File: src/hdl/assert_macros.svh
// assertion macros for the rtl file that checks itself, the top level
`ifndef ASSERT_MACROS_SVH
`define ASSERT_MACROS_SVH

// same-cycle implication, sampled on clk, off while arst_n is low
`define ESD_ASSERT_NOW(lbl, ante, cons) \
	lbl: assert property (@(posedge clk) disable iff (!arst_n) (ante) |-> (cons)) \
		else $error("esd assertion failed");

// next-cycle implication, sampled on clk, off while arst_n is low
`define ESD_ASSERT_NEXT(lbl, ante, cons) \
	lbl: assert property (@(posedge clk) disable iff (!arst_n) (ante) |=> (cons)) \
		else $error("esd assertion failed");

`endif

File: src/hdl/esd_pkg.sv
// types, constants and helper functions of the escape sequence decoder
package esd_pkg;

	localparam int unsigned LINE_COUNT_BITS = 16;
	localparam int unsigned LINE_NUM_W = 16;
	localparam logic [LINE_COUNT_BITS-1:0] LINE_MAX = '1;
	localparam logic [LINE_COUNT_BITS-1:0] LINE_INIT = LINE_COUNT_BITS'(1);

	localparam int unsigned QDEPTH = 4;
	localparam int unsigned QPTR_W = $clog2(QDEPTH);
	localparam int unsigned QCNT_W = $clog2(QDEPTH + 1);

	localparam logic [7:0] CH_NUL = 8'h00;
	localparam logic [7:0] CH_CR = 8'h0D;
	localparam logic [7:0] CH_LF = 8'h0A;
	localparam logic [7:0] CH_BSL = 8'h5C;

	typedef enum logic [1:0] {
		MODE_NORMAL = 2'd0,
		MODE_ESCAPE = 2'd1,
		MODE_SKIP_LF = 2'd2,
		MODE_SKIP_CR = 2'd3
	} esd_mode_t;

	// one classified input byte: up to two results
	typedef struct packed {
		logic two;
		logic [7:0] byte0;
		logic end0;
		logic [LINE_NUM_W-1:0] line0;
		logic [7:0] byte1;
		logic end1;
		logic [LINE_NUM_W-1:0] line1;
	} esd_entry_t;

	typedef struct packed {
		logic empty;
		logic full;
		logic [QCNT_W-1:0] count;
	} esd_qstat_t;

	typedef struct packed {
		logic hit;
		logic [7:0] code;
	} esd_esc_t;

	// known escape letters and the bytes they stand for
	function automatic esd_esc_t esc_map(input logic [7:0] c);
		esd_esc_t r;
		r.hit = 1'b1;
		r.code = c;
		case (c)
			8'h5C, 8'h22, 8'h3F, 8'h27: r.code = c;
			8'h61: r.code = 8'h07; // a
			8'h62: r.code = 8'h08; // b
			8'h66: r.code = 8'h0C; // f
			8'h6E: r.code = 8'h0A; // n
			8'h72: r.code = 8'h0D; // r
			8'h74: r.code = 8'h09; // t
			8'h76: r.code = 8'h0B; // v
			default: r.hit = 1'b0;
		endcase
		return r;
	endfunction

	// low bits of the line count as shown on the output
	function automatic logic [LINE_NUM_W-1:0] line_field(input logic [LINE_COUNT_BITS-1:0] c);
		logic [LINE_COUNT_BITS+LINE_NUM_W-1:0] wide;
		wide = (LINE_COUNT_BITS + LINE_NUM_W)'(c);
		return wide[LINE_NUM_W-1:0];
	endfunction

endpackage

File: src/hdl/esd_front.sv
// front end: decode mode, line counter and byte classification
module esd_front (
	input logic clk,
	input logic arst_n,
	input logic fire,
	input logic [7:0] in_byte,
	output logic push,
	output esd_pkg::esd_entry_t entry
);

	esd_pkg::esd_mode_t mode_q;
	esd_pkg::esd_mode_t mode_d;
	logic [esd_pkg::LINE_COUNT_BITS-1:0] line_q;
	logic [esd_pkg::LINE_COUNT_BITS-1:0] line_inc;
	logic bump;
	logic is_brk;
	logic skip_hit;
	esd_pkg::esd_esc_t esc;

	assign is_brk = (in_byte == esd_pkg::CH_CR) || (in_byte == esd_pkg::CH_LF);
	assign skip_hit = ((mode_q == esd_pkg::MODE_SKIP_LF) && (in_byte == esd_pkg::CH_LF)) ||
		((mode_q == esd_pkg::MODE_SKIP_CR) && (in_byte == esd_pkg::CH_CR));
	assign esc = esd_pkg::esc_map(in_byte);
	assign line_inc = (line_q == esd_pkg::LINE_MAX) ? line_q :
		esd_pkg::LINE_COUNT_BITS'(line_q + 1'b1);

	// next state
	always_comb begin
		mode_d = esd_pkg::MODE_NORMAL;
		bump = 1'b0;
		case (mode_q)
			esd_pkg::MODE_ESCAPE: begin
				if (is_brk) begin
					bump = 1'b1;
					mode_d = (in_byte == esd_pkg::CH_CR) ? esd_pkg::MODE_SKIP_LF :
						esd_pkg::MODE_SKIP_CR;
				end else if (in_byte == esd_pkg::CH_NUL) begin
					bump = 1'b1;
				end
			end
			default: begin
				if (skip_hit) begin
					mode_d = esd_pkg::MODE_NORMAL;
				end else if (in_byte == esd_pkg::CH_BSL) begin
					mode_d = esd_pkg::MODE_ESCAPE;
				end else if (in_byte == esd_pkg::CH_CR) begin
					bump = 1'b1;
					mode_d = esd_pkg::MODE_SKIP_LF;
				end else if (in_byte == esd_pkg::CH_LF) begin
					bump = 1'b1;
					mode_d = esd_pkg::MODE_SKIP_CR;
				end else if (in_byte == esd_pkg::CH_NUL) begin
					bump = 1'b1;
				end
			end
		endcase
	end

	// results of this byte
	always_comb begin
		push = 1'b0;
		entry = '0;
		entry.line0 = esd_pkg::line_field(line_q);
		entry.line1 = esd_pkg::line_field(line_q);
		case (mode_q)
			esd_pkg::MODE_ESCAPE: begin
				if (is_brk) begin
					push = 1'b0;
				end else if (in_byte == esd_pkg::CH_NUL) begin
					push = fire;
					entry.two = 1'b1;
					entry.byte0 = esd_pkg::CH_BSL;
					entry.byte1 = esd_pkg::CH_NUL;
					entry.end1 = 1'b1;
					entry.line1 = esd_pkg::line_field(line_inc);
				end else if (esc.hit) begin
					push = fire;
					entry.byte0 = esc.code;
				end else begin
					push = fire;
					entry.two = 1'b1;
					entry.byte0 = esd_pkg::CH_BSL;
					entry.byte1 = in_byte;
				end
			end
			default: begin
				if (skip_hit || (in_byte == esd_pkg::CH_BSL)) begin
					push = 1'b0;
				end else if (is_brk || (in_byte == esd_pkg::CH_NUL)) begin
					push = fire;
					entry.byte0 = esd_pkg::CH_NUL;
					entry.end0 = 1'b1;
					entry.line0 = esd_pkg::line_field(line_inc);
				end else begin
					push = fire;
					entry.byte0 = in_byte;
				end
			end
		endcase
	end

	always_ff @(posedge clk or negedge arst_n) begin
		if (!arst_n) begin
			mode_q <= esd_pkg::MODE_NORMAL;
			line_q <= esd_pkg::LINE_INIT;
		end else if (fire) begin
			mode_q <= mode_d;
			if (bump) begin
				line_q <= line_inc;
			end
		end
	end

endmodule

File: src/hdl/esd_queue.sv
// short queue of classified bytes between front and back
module esd_queue (
	input logic clk,
	input logic arst_n,
	input logic push,
	input esd_pkg::esd_entry_t push_entry,
	input logic pop,
	output esd_pkg::esd_entry_t head,
	output esd_pkg::esd_qstat_t stat
);

	esd_pkg::esd_entry_t mem_q [esd_pkg::QDEPTH];
	logic [esd_pkg::QPTR_W-1:0] wr_ptr_q;
	logic [esd_pkg::QPTR_W-1:0] rd_ptr_q;
	logic [esd_pkg::QCNT_W-1:0] count_q;

	assign head = mem_q[rd_ptr_q];
	assign stat.empty = (count_q == '0);
	assign stat.full = (count_q == esd_pkg::QCNT_W'(esd_pkg::QDEPTH));
	assign stat.count = count_q;

	always_ff @(posedge clk) begin
		if (push) begin
			mem_q[wr_ptr_q] <= push_entry;
		end
	end

	always_ff @(posedge clk or negedge arst_n) begin
		if (!arst_n) begin
			wr_ptr_q <= '0;
			rd_ptr_q <= '0;
			count_q <= '0;
		end else begin
			if (push) begin
				wr_ptr_q <= esd_pkg::QPTR_W'(wr_ptr_q + 1'b1);
			end
			if (pop) begin
				rd_ptr_q <= esd_pkg::QPTR_W'(rd_ptr_q + 1'b1);
			end
			if (push && !pop) begin
				count_q <= esd_pkg::QCNT_W'(count_q + 1'b1);
			end else if (pop && !push) begin
				count_q <= esd_pkg::QCNT_W'(count_q - 1'b1);
			end
		end
	end

endmodule

File: src/hdl/esd_back.sv
// back end: splits queue entries into results and holds the output register
module esd_back (
	input logic clk,
	input logic arst_n,
	input esd_pkg::esd_entry_t head,
	input esd_pkg::esd_qstat_t stat,
	output logic pop,
	output logic half,
	input logic out_stall,
	output logic out_valid,
	output logic [7:0] out_byte,
	output logic is_end,
	output logic [esd_pkg::LINE_NUM_W-1:0] line_number
);

	logic out_valid_q;
	logic [7:0] out_byte_q;
	logic out_end_q;
	logic [esd_pkg::LINE_NUM_W-1:0] out_line_q;
	logic half_q;
	logic load;
	logic take;

	assign load = !out_valid_q || !out_stall;
	assign take = load && !stat.empty;
	assign pop = take && (!head.two || half_q);
	assign half = half_q;

	always_ff @(posedge clk or negedge arst_n) begin
		if (!arst_n) begin
			out_valid_q <= 1'b0;
			half_q <= 1'b0;
		end else if (load) begin
			out_valid_q <= !stat.empty;
			if (take) begin
				half_q <= head.two && !half_q;
			end
		end
	end

	always_ff @(posedge clk) begin
		if (take) begin
			out_byte_q <= half_q ? head.byte1 : head.byte0;
			out_end_q <= half_q ? head.end1 : head.end0;
			out_line_q <= half_q ? head.line1 : head.line0;
		end
	end

	assign out_valid = out_valid_q;
	assign out_byte = out_byte_q;
	assign is_end = out_end_q;
	assign line_number = out_line_q;

endmodule

File: src/hdl/escape_sequence_decoder.sv
// top level of the escape sequence decoder: front, queue and back
// path: a byte's first result goes into a queue entry, then into the output register
// throughput: one byte per cycle while the queue has room; two results take two transfers
// rate is set by the single output register; the four-entry queue absorbs output stalls
// reset: decode mode normal, line count 1, queue and output register empty
`include "assert_macros.svh"

module escape_sequence_decoder (
	input logic clk,
	input logic arst_n,
	input logic in_valid,
	output logic in_stall,
	input logic [7:0] in_byte,
	output logic out_valid,
	input logic out_stall,
	output logic [7:0] out_byte,
	output logic is_end,
	output logic [esd_pkg::LINE_NUM_W-1:0] line_number
);

	logic fire;
	logic q_push;
	logic q_pop;
	logic back_half;
	esd_pkg::esd_entry_t push_entry;
	esd_pkg::esd_entry_t q_head;
	esd_pkg::esd_qstat_t q_stat;

	// input transfer whenever the queue has room; bytes with no result never enter it
	assign in_stall = q_stat.full;
	assign fire = in_valid && !in_stall;

	// front: tracks escape and partner-drop mode and the saturating line count
	esd_front u_front (
		.clk (clk),
		.arst_n (arst_n),
		.fire (fire),
		.in_byte (in_byte),
		.push (q_push),
		.entry (push_entry)
	);

	// queue: decouples classification from output back-pressure
	esd_queue u_queue (
		.clk (clk),
		.arst_n (arst_n),
		.push (q_push),
		.push_entry (push_entry),
		.pop (q_pop),
		.head (q_head),
		.stat (q_stat)
	);

	// back: one result per output transfer, second half of a pair on the next
	esd_back u_back (
		.clk (clk),
		.arst_n (arst_n),
		.head (q_head),
		.stat (q_stat),
		.pop (q_pop),
		.half (back_half),
		.out_stall (out_stall),
		.out_valid (out_valid),
		.out_byte (out_byte),
		.is_end (is_end),
		.line_number (line_number)
	);

	// checks
	`ESD_ASSERT_NOW(a_no_push_full, q_stat.full, !q_push)
	`ESD_ASSERT_NOW(a_half_needs_entry, back_half, !q_stat.empty)
	`ESD_ASSERT_NOW(a_end_is_zero, out_valid && is_end, out_byte == esd_pkg::CH_NUL)
	`ESD_ASSERT_NEXT(a_count_up, q_push && !q_pop, q_stat.count == esd_pkg::QCNT_W'($past(q_stat.count) + 1'b1))

endmodule

File: config.mk
export PLATFORM = sky130hd
export DESIGN_NAME = escape_sequence_decoder
export DESIGN_NICKNAME = d
export VERILOG_FILES = /design/src/hdl/esd_pkg.sv /design/src/hdl/esd_front.sv /design/src/hdl/esd_queue.sv /design/src/hdl/esd_back.sv /design/src/hdl/escape_sequence_decoder.sv
export VERILOG_INCLUDE_DIRS = /design/src /design/src/hdl
export SDC_FILE = /design/constraint.sdc
export NUM_CORES = 1
export LEC_CHECK = 0
export BUFFER_PORTS_ARGS = -buffer_cell sky130_fd_sc_hd__buf_2
export CAP_MARGIN = 5
export CORE_MARGIN = 8
export CORE_UTILIZATION = 35
export CTS_CLUSTER_DIAMETER = 100
export DETAILED_ROUTE_END_ITERATION = 10
export HOLD_SLACK_MARGIN = 0.05
export SLEW_MARGIN = 10
export SYNTH_ARGS = -nofsm -noshare
export SYNTH_HDL_FRONTEND = slang
export SYNTH_SLANG_ARGS = --single-unit
File: constraint.sdc
create_clock -name clk -period 3.9 [get_ports clk]
set_input_delay 0.39 -clock clk [delete_from_list [all_inputs] [get_ports clk]]
set_output_delay 0.39 -clock clk [all_outputs]
set_load 0.01 [all_outputs]
==> Flow_metrics.wiki, run 1 <==
{| class="wikitable"
! Metric !! Value
|-
| Signal arrival time at the worst endpoint || 3.10 ns
|-
| Number of standard cells after synthesis || 682
|-
| Number of buffers inserted by hold repair at cts || 1
|-
| Transition at the pin with the smallest max-transition slack || around 0.8 ns
|-
| Initial Utilization || around 36%
|-
| Placer Congestion || 0.8100
|-
| Deepest clock path buffer count || 3
|-
| Buffer type at the clock tree root || sky130_fd_sc_hd__clkbuf_16
|-
| Worst Hold Endpoint || u_back.out_valid
|-
| Avg Synthesized Cell Area || 16.05 um^2
|-
| Startpoint of the worst-slack reg-to-reg timing path || u_front.mode_q[0]
|-
| Layout area overhead || 14.36%
|-
| Overall routed net length || 21720 um
|-
| Die boundary height || 192.8 um
|-
| Highest Clock Rate || ~350 MHz
|-
| Net count of the mapped netlist || 701
|-
| Final critical path time including I/O delays and setup || 2.871 ns
|-
| Later-pin clock latency in the skew report || 0.54 ns
|-
| DP Wirelength || 13470 um
|-
| Number of cells traversed by the worst register-to-register path || 5
|-
| Final Hold Vio Count || 0
|-
| Finished Cell Area || 12520 um^2
|-
| First-pass iteration count of the detailed router || 4
|-
| CTS buffer count || 27
|-
| Total track usage || between 10% and 20%
|-
| Clock sinks || 256
|-
| Crit Path Category || reg2reg
|-
| Antenna-violating nets left || 0
|-
| Number of input and output port buffers inserted || 38
|-
| Leakage power of the design || 4.338 nW
|-
| Sum of overflow across all layers after global routing || 0
|-
| Number of distinct library cell variants in the gate-level netlist after synthesis || 63
|-
| Number of antenna violations at the first check in global routing || 0
|-
| Via count of the first global-routing pass || 6095
|-
| Startpoint class of the critical path || flop
|-
| TritonCTS clock tree || built
|-
| Top-level I/O count || 39
|-
| Final-layout fill cell count || between 2000 and 3000
|-
| Reg-to-Reg End || u_queue.mem_q[2][42]
|-
| Min-delay src || out_stall
|-
| Flip-flop and latch count after synthesis || about 260
|-
| Power density cells || 686.5 nW/um^2
|-
| Overall power after layout || 8.593 mW
|-
| N_diodes || 0
|-
| Dominant register cell in the synthesized netlist || sky130_fd_sc_hd__edfxtp_1
|-
| Post-synth ARST share || between 10% and 20%
|-
| Post-CTS Setup Inserts || 0
|-
| Number of remaining DRC errors || 0
|-
| Final critical-path share of the clock period || 73.63%
|-
| Final Max Tran Viols || 0
|-
| Area of the core region || approximately 31000 um^2
|-
| Register cell area after layout || 7559 um^2
|-
| Area of the mapped netlist || 10950 um^2
|-
| Unrepaired setup endpoints after global routing || false
|-
| Number of H-tree levels || 1
|-
| Resize count post-CTS || 0
|-
| Count of yosys warnings during synthesis || 0
|-
| Crit path max fanout || 19
|-
| Fraction of layout cells with a size suffix above 1 || approximately a quarter
|-
| Maximum number of pins on one net before global-route repair || 52
|-
| Number of cells on the worst hold path || 3
|-
| Die Wd || 192.8 um
|-
| Post-DR vias/cell || 4.991
|-
| DR WL/cell || ~19 um
|-
| Sort of element at the end of the critical path || flop
|-
| Total via count after detailed routing || 5705
|-
| Sequential fraction of the synthesis area || 69.01%
|-
| Area taken by multi-input logic gates || 3158 um^2
|-
| Fin Setup TNS || 0 ns
|-
| Layout net count || 747
|-
| Setup-failing EPs final || 0
|-
| Maximum Capacitance Violations || 0
|-
| Global-route wire length before repair || 34880 um
|-
| Area of the die || 37190 um^2
|-
| Placed Area || between 10000 and 15000 um^2
|-
| 1st-iter DRT viols || 330
|-
| HP Class || in2reg
|-
| Row Count || 64
|-
| Worst IR Drop VDD || 0.3800 mV
|-
| Clock-pin slew on the worst setup and hold paths || 0.06 ns
|-
| Register-to-register path setup slack || 1.03 ns
|-
| Number of enable-type register cells in the synthesized netlist || 229
|-
| Outcome || finished clean
|-
| Clock skew after layout || ~0.023 ns
|-
| Worst rel slew slack || between 40% and 50%
|-
| Worst endpoint required time || 4.12 ns
|}
## power by group
part	switching, mW	internal [mW]	total (mW)
registers	0.210	3.74	3.95
logic	1.22	0.950	2.17
clock network	1.01	1.47	2.47
## flip-flops by register name (all words and copies together), names as in the netlist
register            count
u_queue.mem_q         204
u_back.line_number     16
u_front.line_q         16
u_back.out_byte         8
u_queue.count_q         3
u_front.mode_q          2
u_queue.rd_ptr_q        2
u_queue.wr_ptr_q        2
u_back.half             1
u_back.is_end           1
u_back.out_valid        1
## routing by layer
layer	vias up	part of all wire [%]	global-route usage, %
met2	103	47	19.26
met1	2885	48	16.85
met3	38	4.1	2.006
met4	0	1.8	2.644
li1	2679	-	-
met5	-	0	0
## layout by cell type, fill, tap and decap left out, types with 9 or more instances in the layout
master	instances
sky130_fd_sc_hd__edfxtp_1	229
sky130_fd_sc_hd__nand2_1	111
sky130_fd_sc_hd__mux4_2	51
sky130_fd_sc_hd__buf_2	38
sky130_fd_sc_hd__xnor2_1	33
sky130_fd_sc_hd__clkbuf_16	27
sky130_fd_sc_hd__dfrtp_1	24
sky130_fd_sc_hd__inv_1	15
sky130_fd_sc_hd__buf_4	14
sky130_fd_sc_hd__nor2_1	12
sky130_fd_sc_hd__nand3_1	12
sky130_fd_sc_hd__mux2_2	11
sky130_fd_sc_hd__clkinv_1	9
## logic make-up after synthesis
| logic type | count (synthesis) | share of synthesized area (%) |
|---|---|---|
| AO/OA/AOI/OAI | 45 | 2.984 |
| buffers and inverters | 57 | 2.286 |
| AND/OR/NAND/NOR | 210 | 9.557 |
| adder cells (fa/ha/maj) | 7 | 0.8688 |
| multiplexers | 66 | 12.01 |
| flip-flops | 256 | 69.01 |
| XOR/XNOR | 41 | 3.281 |
## cells in the mapped netlist (4+ instances only)
library cell	number	share of area, %
sky130_fd_sc_hd__a211oi_1	6	0.41
sky130_fd_sc_hd__a21oi_1	9	0.41
sky130_fd_sc_hd__and2_1	11	0.63
sky130_fd_sc_hd__and3_1	8	0.46
sky130_fd_sc_hd__buf_2	16	0.73
sky130_fd_sc_hd__clkbuf_1	21	0.72
sky130_fd_sc_hd__dfrtp_1	26	5.9
sky130_fd_sc_hd__edfxtp_1	229	63
sky130_fd_sc_hd__ha_1	6	0.69
sky130_fd_sc_hd__inv_1	15	0.51
sky130_fd_sc_hd__mux2_2	11	1.1
sky130_fd_sc_hd__mux4_2	51	10
sky130_fd_sc_hd__nand2_1	111	3.8
sky130_fd_sc_hd__nand2_2	6	0.34
sky130_fd_sc_hd__nand3_1	12	0.55
sky130_fd_sc_hd__nand4_1	8	0.46
sky130_fd_sc_hd__nor2_1	12	0.41
sky130_fd_sc_hd__nor2b_1	4	0.23
sky130_fd_sc_hd__nor3_1	8	0.37
sky130_fd_sc_hd__nor4_1	4	0.23
sky130_fd_sc_hd__o21ai_0	6	0.27
sky130_fd_sc_hd__o31ai_1	4	0.27
sky130_fd_sc_hd__xnor2_1	33	2.6
sky130_fd_sc_hd__xor2_1	8	0.64
## how the worst max path moves through the flow
stage	start	endpoint	depth (start not counted)
after detailed placement	in_byte[2]	u_queue.mem_q[2][48]	7
after global placement	in_byte[2]	u_queue.mem_q[2][21]	7
after CTS	u_front.mode_q[0]	u_queue.mem_q[2][42]	6
after floorplan	u_queue.count_q[0]	u_queue.count_q[1]	8
after global routing	u_front.mode_q[0]	u_queue.mem_q[2][42]	5
final	u_front.mode_q[0]	u_queue.mem_q[2][42]	5
## metrics by stage
stage	instances	hold WS [ns]	setup slack, ns	util (%)
2_1_floorplan	682	0.09441	0.5470	-
3_3_place_gp	1094	0.4697	0.8807	37.99
3_5_place_dp	1094	0.4680	0.8645	37.99
4_1_cts	1143	0.08436	0.9682	40.81
5_1_grt	1143	0.1006	0.6641	40.81
6_report	1143	0.1027	1.029	40.81
## worst max-delay path: stages (launching register included)
cell	delay, ns
sky130_fd_sc_hd__dfrtp_1	0.42
sky130_fd_sc_hd__nor2b_1	0.41
sky130_fd_sc_hd__nor3_1	0.15
sky130_fd_sc_hd__nor3_1	0.58
sky130_fd_sc_hd__and2_2	0.63
sky130_fd_sc_hd__buf_4	0.37
## layout make-up
class	count	share of cell area [%]
clock buffer	32	5.548
sequential	256	60.39
tap	396	3.958
timing repair buffer	57	3.079
clock inverter	16	1.289
inverter	17	0.5098
multi-input combinational	369	25.23
Note: power is estimated with default switching activity, not from simulation.
==> inputs of run 2 (changes only) <==
--- a/config.mk
+++ b/config.mk
@@ -6,6 +6,7 @@
 export SDC_FILE = /design/constraint.sdc
 export NUM_CORES = 1
 export LEC_CHECK = 0
+export ABC_AREA = 1
 export BUFFER_PORTS_ARGS = -buffer_cell sky130_fd_sc_hd__buf_2
 export CAP_MARGIN = 5
 export CORE_MARGIN = 8
==> constraint.sdc (replaced) <==
create_clock -name clk -period 2.4 [get_ports clk]
set_input_delay 0.24 -clock clk [delete_from_list [all_inputs] [get_ports clk]]
set_output_delay 0.24 -clock clk [all_outputs]
set_load 0.01 [all_outputs]
==> Flow_metrics.wiki, run 2 <==
{| class="wikitable"
! Metric !! Value
|-
| Outcome || finished clean
|-
| Fraction of post-synthesis cell area in the top cell type by area || 61.55% (-1.3 points)
|-
| Maximum Capacitance Violations || 0 (unchanged)
|-
| Register-to-register path setup slack || 0.20 ns (-0.83 ns)
|-
| Reg-to-Reg End || u_queue.count_q[1]
|-
| Final critical-path share of the clock period || 91.82% (+18 points)
|-
| HP Class || in2reg
|-
| Total via count after detailed routing || 7713 (+35%)
|-
| Crit path max fanout || 4 (-15)
|-
| 1st-iter DRT viols || 587 (+78%)
|-
| Number of standard cells after synthesis || 1060 (+55%)
|-
| Via count of the first global-routing pass || 7506 (+23%)
|-
| Largest cells by area after synthesis || sky130_fd_sc_hd__edfxtp_1 62%, sky130_fd_sc_hd__nand2_1 8.3%, sky130_fd_sc_hd__dfrtp_1 5.8%
|-
| Area of the core region || 31470 um^2 (+2.6%)
|-
| Maximum number of pins on one net before global-route repair || 78 (+50%)
|-
| Area of the die || 37900 um^2 (+1.9%)
|-
| Finished Cell Area || 12930 um^2 (+3.3%)
|-
| First-pass iteration count of the detailed router || 5 (+1)
|-
| Area of the mapped netlist || 11170 um^2 (+2.1%)
|-
| Startpoint class of the critical path || flop
|-
| Max reg flops || 204 (unchanged)
|-
| N_diodes || 0 (unchanged)
|-
| Worst path slowest cell || sky130_fd_sc_hd__fa_1
|-
| Initial Utilization || 35.50% (-0.19 points)
|-
| Final critical path time including I/O delays and setup || 2.204 ns (-0.6678 ns)
|-
| Clock-pin slew on the worst setup and hold paths || 0.06 ns (about the same)
|-
| Final Hold Vio Count || 0 (unchanged)
|-
| Number of input and output port buffers inserted || 38 (unchanged)
|-
| Clock skew after layout || 0.01851 ns (-0.004913 ns)
|-
| Register bank with the most flops || u_queue.mem_q
|-
| Number of H-tree levels || 1 (unchanged)
|-
| Top-level I/O count || 39 (unchanged)
|-
| Worst Hold Endpoint || u_queue.mem_q[0][23]
|-
| Crit Path Category || reg2reg
|-
| Deepest clock path buffer count || 3 (unchanged)
|-
| Number of cells traversed by the worst register-to-register path || 9 (+4)
|-
| Worst rel slew slack || 47.40% (+0.11 points)
|-
| Final std cells w/o fill || 1536 (+34%)
|-
| Leakage power of the design || 4.906 nW (+13%)
|-
| Post-synth ARST share || 10.55% (unchanged)
|-
| Worst endpoint required time || 2.82 ns (-1.30 ns)
|-
| Top cells by instance count after synthesis || 248 x sky130_fd_sc_hd__nand2_1, 229 x sky130_fd_sc_hd__edfxtp_1, 153 x sky130_fd_sc_hd__nor2_1, 128 x sky130_fd_sc_hd__o21ai_0, 60 x sky130_fd_sc_hd__nand3_1
|-
| Final Max Tran Viols || 0 (unchanged)
|-
| DR WL/cell || 16.57 um (-13%)
|-
| Share of the core filled with cells || 41.09% (+0.28 points)
|-
| Antenna-violating nets left || 0 (unchanged)
|-
| Unrepaired setup endpoints after global routing || false
|-
| CTS buffer count || 27 (unchanged)
|-
| Placed cell count || 1484 (+36%)
|-
| Flip-flop and latch count after synthesis || 256 (unchanged)
|-
| Placed Area || 12050 um^2 (+3.4%)
|-
| Buffer type at the clock tree root || sky130_fd_sc_hd__clkbuf_16
|-
| Power density cells || 1140 nW/um^2 (+66%)
|-
| Number of antenna violations at the first check in global routing || 0 (unchanged)
|-
| Number of cells on the worst hold path || 3 (unchanged)
|-
| TritonCTS clock tree || built
|-
| Placer Congestion || 0.8659 (+6.9%)
|-
| DP Wirelength || 15370 um (+14%)
|-
| Number of distinct library cell variants in the gate-level netlist after synthesis || 33 (-48%)
|-
| Total track usage || 13.17% (+1.2 points)
|-
| Most common cell after layout, fill and taps aside || sky130_fd_sc_hd__nand2_1
|-
| Cell taking the most area after synthesis || sky130_fd_sc_hd__edfxtp_1
|-
| Dominant register cell in the synthesized netlist || sky130_fd_sc_hd__edfxtp_1
|-
| Number of enable-type register cells in the synthesized netlist || 229 (unchanged)
|-
| Sequential fraction of the synthesis area || 67.60% (-1.4 points)
|-
| Min-delay src || in_byte[6]
|-
| Post-Route Hold Slack || 0.1426 ns (+0.03996 ns)
|-
| Startpoint of the worst-slack reg-to-reg timing path || u_queue.count_q[0]
|-
| Avg Synthesized Cell Area || 10.54 um^2 (-34%)
|-
| Fraction of layout cells with a size suffix above 1 || 12.61% (-11 points)
|-
| Final-layout fill cell count || 2959 (+6.0%)
|-
| Register cell area after layout || 7555 um^2 (about the same)
|-
| Number of remaining DRC errors || 0 (unchanged)
|-
| Most frequent cells in the layout || 247 x sky130_fd_sc_hd__nand2_1, 229 x sky130_fd_sc_hd__edfxtp_1, 145 x sky130_fd_sc_hd__nor2_1
|-
| Sum of overflow across all layers after global routing || 0 (unchanged)
|-
| Count of yosys warnings during synthesis || 0 (unchanged)
|-
| Net count of the mapped netlist || 1079 (+54%)
|-
| Layout net count || 1132 (+52%)
|-
| Sort of element at the end of the critical path || flop
|-
| Most common cell in the synthesized netlist || sky130_fd_sc_hd__nand2_1
|-
| Cell with the most instances on the worst path || sky130_fd_sc_hd__nor2_2
|-
| Overall routed net length || 25450 um (+17%)
|-
| Later-pin clock latency in the skew report || 0.54 ns (about the same)
|-
| Setup-failing EPs final || 0 (unchanged)
|-
| Transition at the pin with the smallest max-transition slack || 0.7890 ns (-0.001657 ns)
|-
| Highest Clock Rate || 453.8 MHz (+30%)
|-
| CP max stage delay || 0.42 ns (-0.21 ns)
|-
| Die Wd || 194.7 um (+0.95%)
|-
| Clock sinks || 256 (unchanged)
|-
| Crit path cell chain || or2_2 -> nor2_2 -> nor2_2 -> nand3_1 -> nand2_2 -> ha_1 -> inv_1 -> fa_1 -> mux2_2
|-
| Area taken by multi-input logic gates || 3251 um^2 (+2.9%)
|-
| Post-DR vias/cell || 5.021 (+0.61%)
|-
| Layout area overhead || 15.76%
|-
| Row Count || 65 (+1.6%)
|-
| Global-route wire length before repair || 40640 um (+17%)
|-
| Worst IR Drop VDD || 0.6299 mV (+66%)
|-
| Die boundary height || 194.7 um (+0.95%)
|-
| Signal arrival time at the worst endpoint || 2.62 ns (-0.48 ns)
|}
## run 2: changes by cell type in the layout (fill, tap and decap cells not counted), moves of 10 or more
cell / delta
sky130_fd_sc_hd__mux2_2: -10
sky130_fd_sc_hd__buf_4: +12
sky130_fd_sc_hd__nor2_1: +133
sky130_fd_sc_hd__o22ai_1: +48
sky130_fd_sc_hd__mux4_2: -51
sky130_fd_sc_hd__o21ai_0: +121
sky130_fd_sc_hd__inv_1: +35
sky130_fd_sc_hd__xnor2_1: -32
sky130_fd_sc_hd__nand3_1: +47
sky130_fd_sc_hd__nand2_1: +136
## run 2: cell type report
class	count	area share, %
flip-flops and latches	256	58.41
multi-input cells	697	25.13
clock buffers	36	5.563
repair buffers	73	4.218
well taps	402	3.889
inverters	58	1.703
clock inverters	14	1.083
## run 2: metal layers
layer / global-route usage (%) / part of all wire, %
met2: 21.54 / 46
met1: 17.99 / 46
met4: 3.197 / 1.8
met3: 2.297 / 5.7
met5: 0 / 0
## run 2: power by group
part | switching (mW) | leakage [nW] | total [mW] | internal, mW
logic | 3.03 | 1.97 | 4.39 | 1.37
clock network | 1.68 | 0.418 | 4.02 | 2.34
registers | 0.257 | 2.52 | 6.33 | 6.08
## run 2: repair_timing
item,4_1_cts,5_1_grt
gates resized for setup,0,4
buffers inserted,0,0
endpoints found under the hold margin,27,0
endpoints found under the setup margin,0,1
hold buffers,2,0
## run 2: critical path, delay by kind of cell (launching register included)
kind          cells  cell delay [ns]
fa+ha+maj         2             0.62
mux               1             0.27
buf+inv           1             0.10
simple gates      5             0.69
flops             1             0.41
## run 2: worst max-delay path by stage
stage	from	endpoint	slack [ns]
after floorplan	u_front.mode_q[0]	u_queue.mem_q[0][0]	-0.21
final	u_queue.count_q[0]	u_queue.count_q[1]	0.20
after global placement	in_byte[7]	u_queue.count_q[1]	0.13
after detailed placement	in_byte[7]	u_queue.count_q[1]	0.08
after global routing	u_front.line_q[0]	u_queue.mem_q[1][2]	0.001
after CTS	u_queue.count_q[0]	u_queue.count_q[2]	0.14
## run 2: logic make-up after synthesis
family,synth area share (%)
AOI/OAI and AO/OA,9.015
xor gates and xnor gates,0.3919
adders and majority gates,0.8511
buffers and inverters,3.785
DFF,67.60
muxes,0.1008
and+or+nand+nor,18.25
## run 2: through the flow
step	worst slack [ns]	TNS, ns	total power, mW
2_1_floorplan	-0.2121	-41.41	9.232
3_3_place_gp	0.1272	0	10.84
3_5_place_dp	0.07636	0	10.88
4_1_cts	0.1447	0	14.95
5_1_grt	0.001100	0	15.66
6_report	0.1964	0	14.74
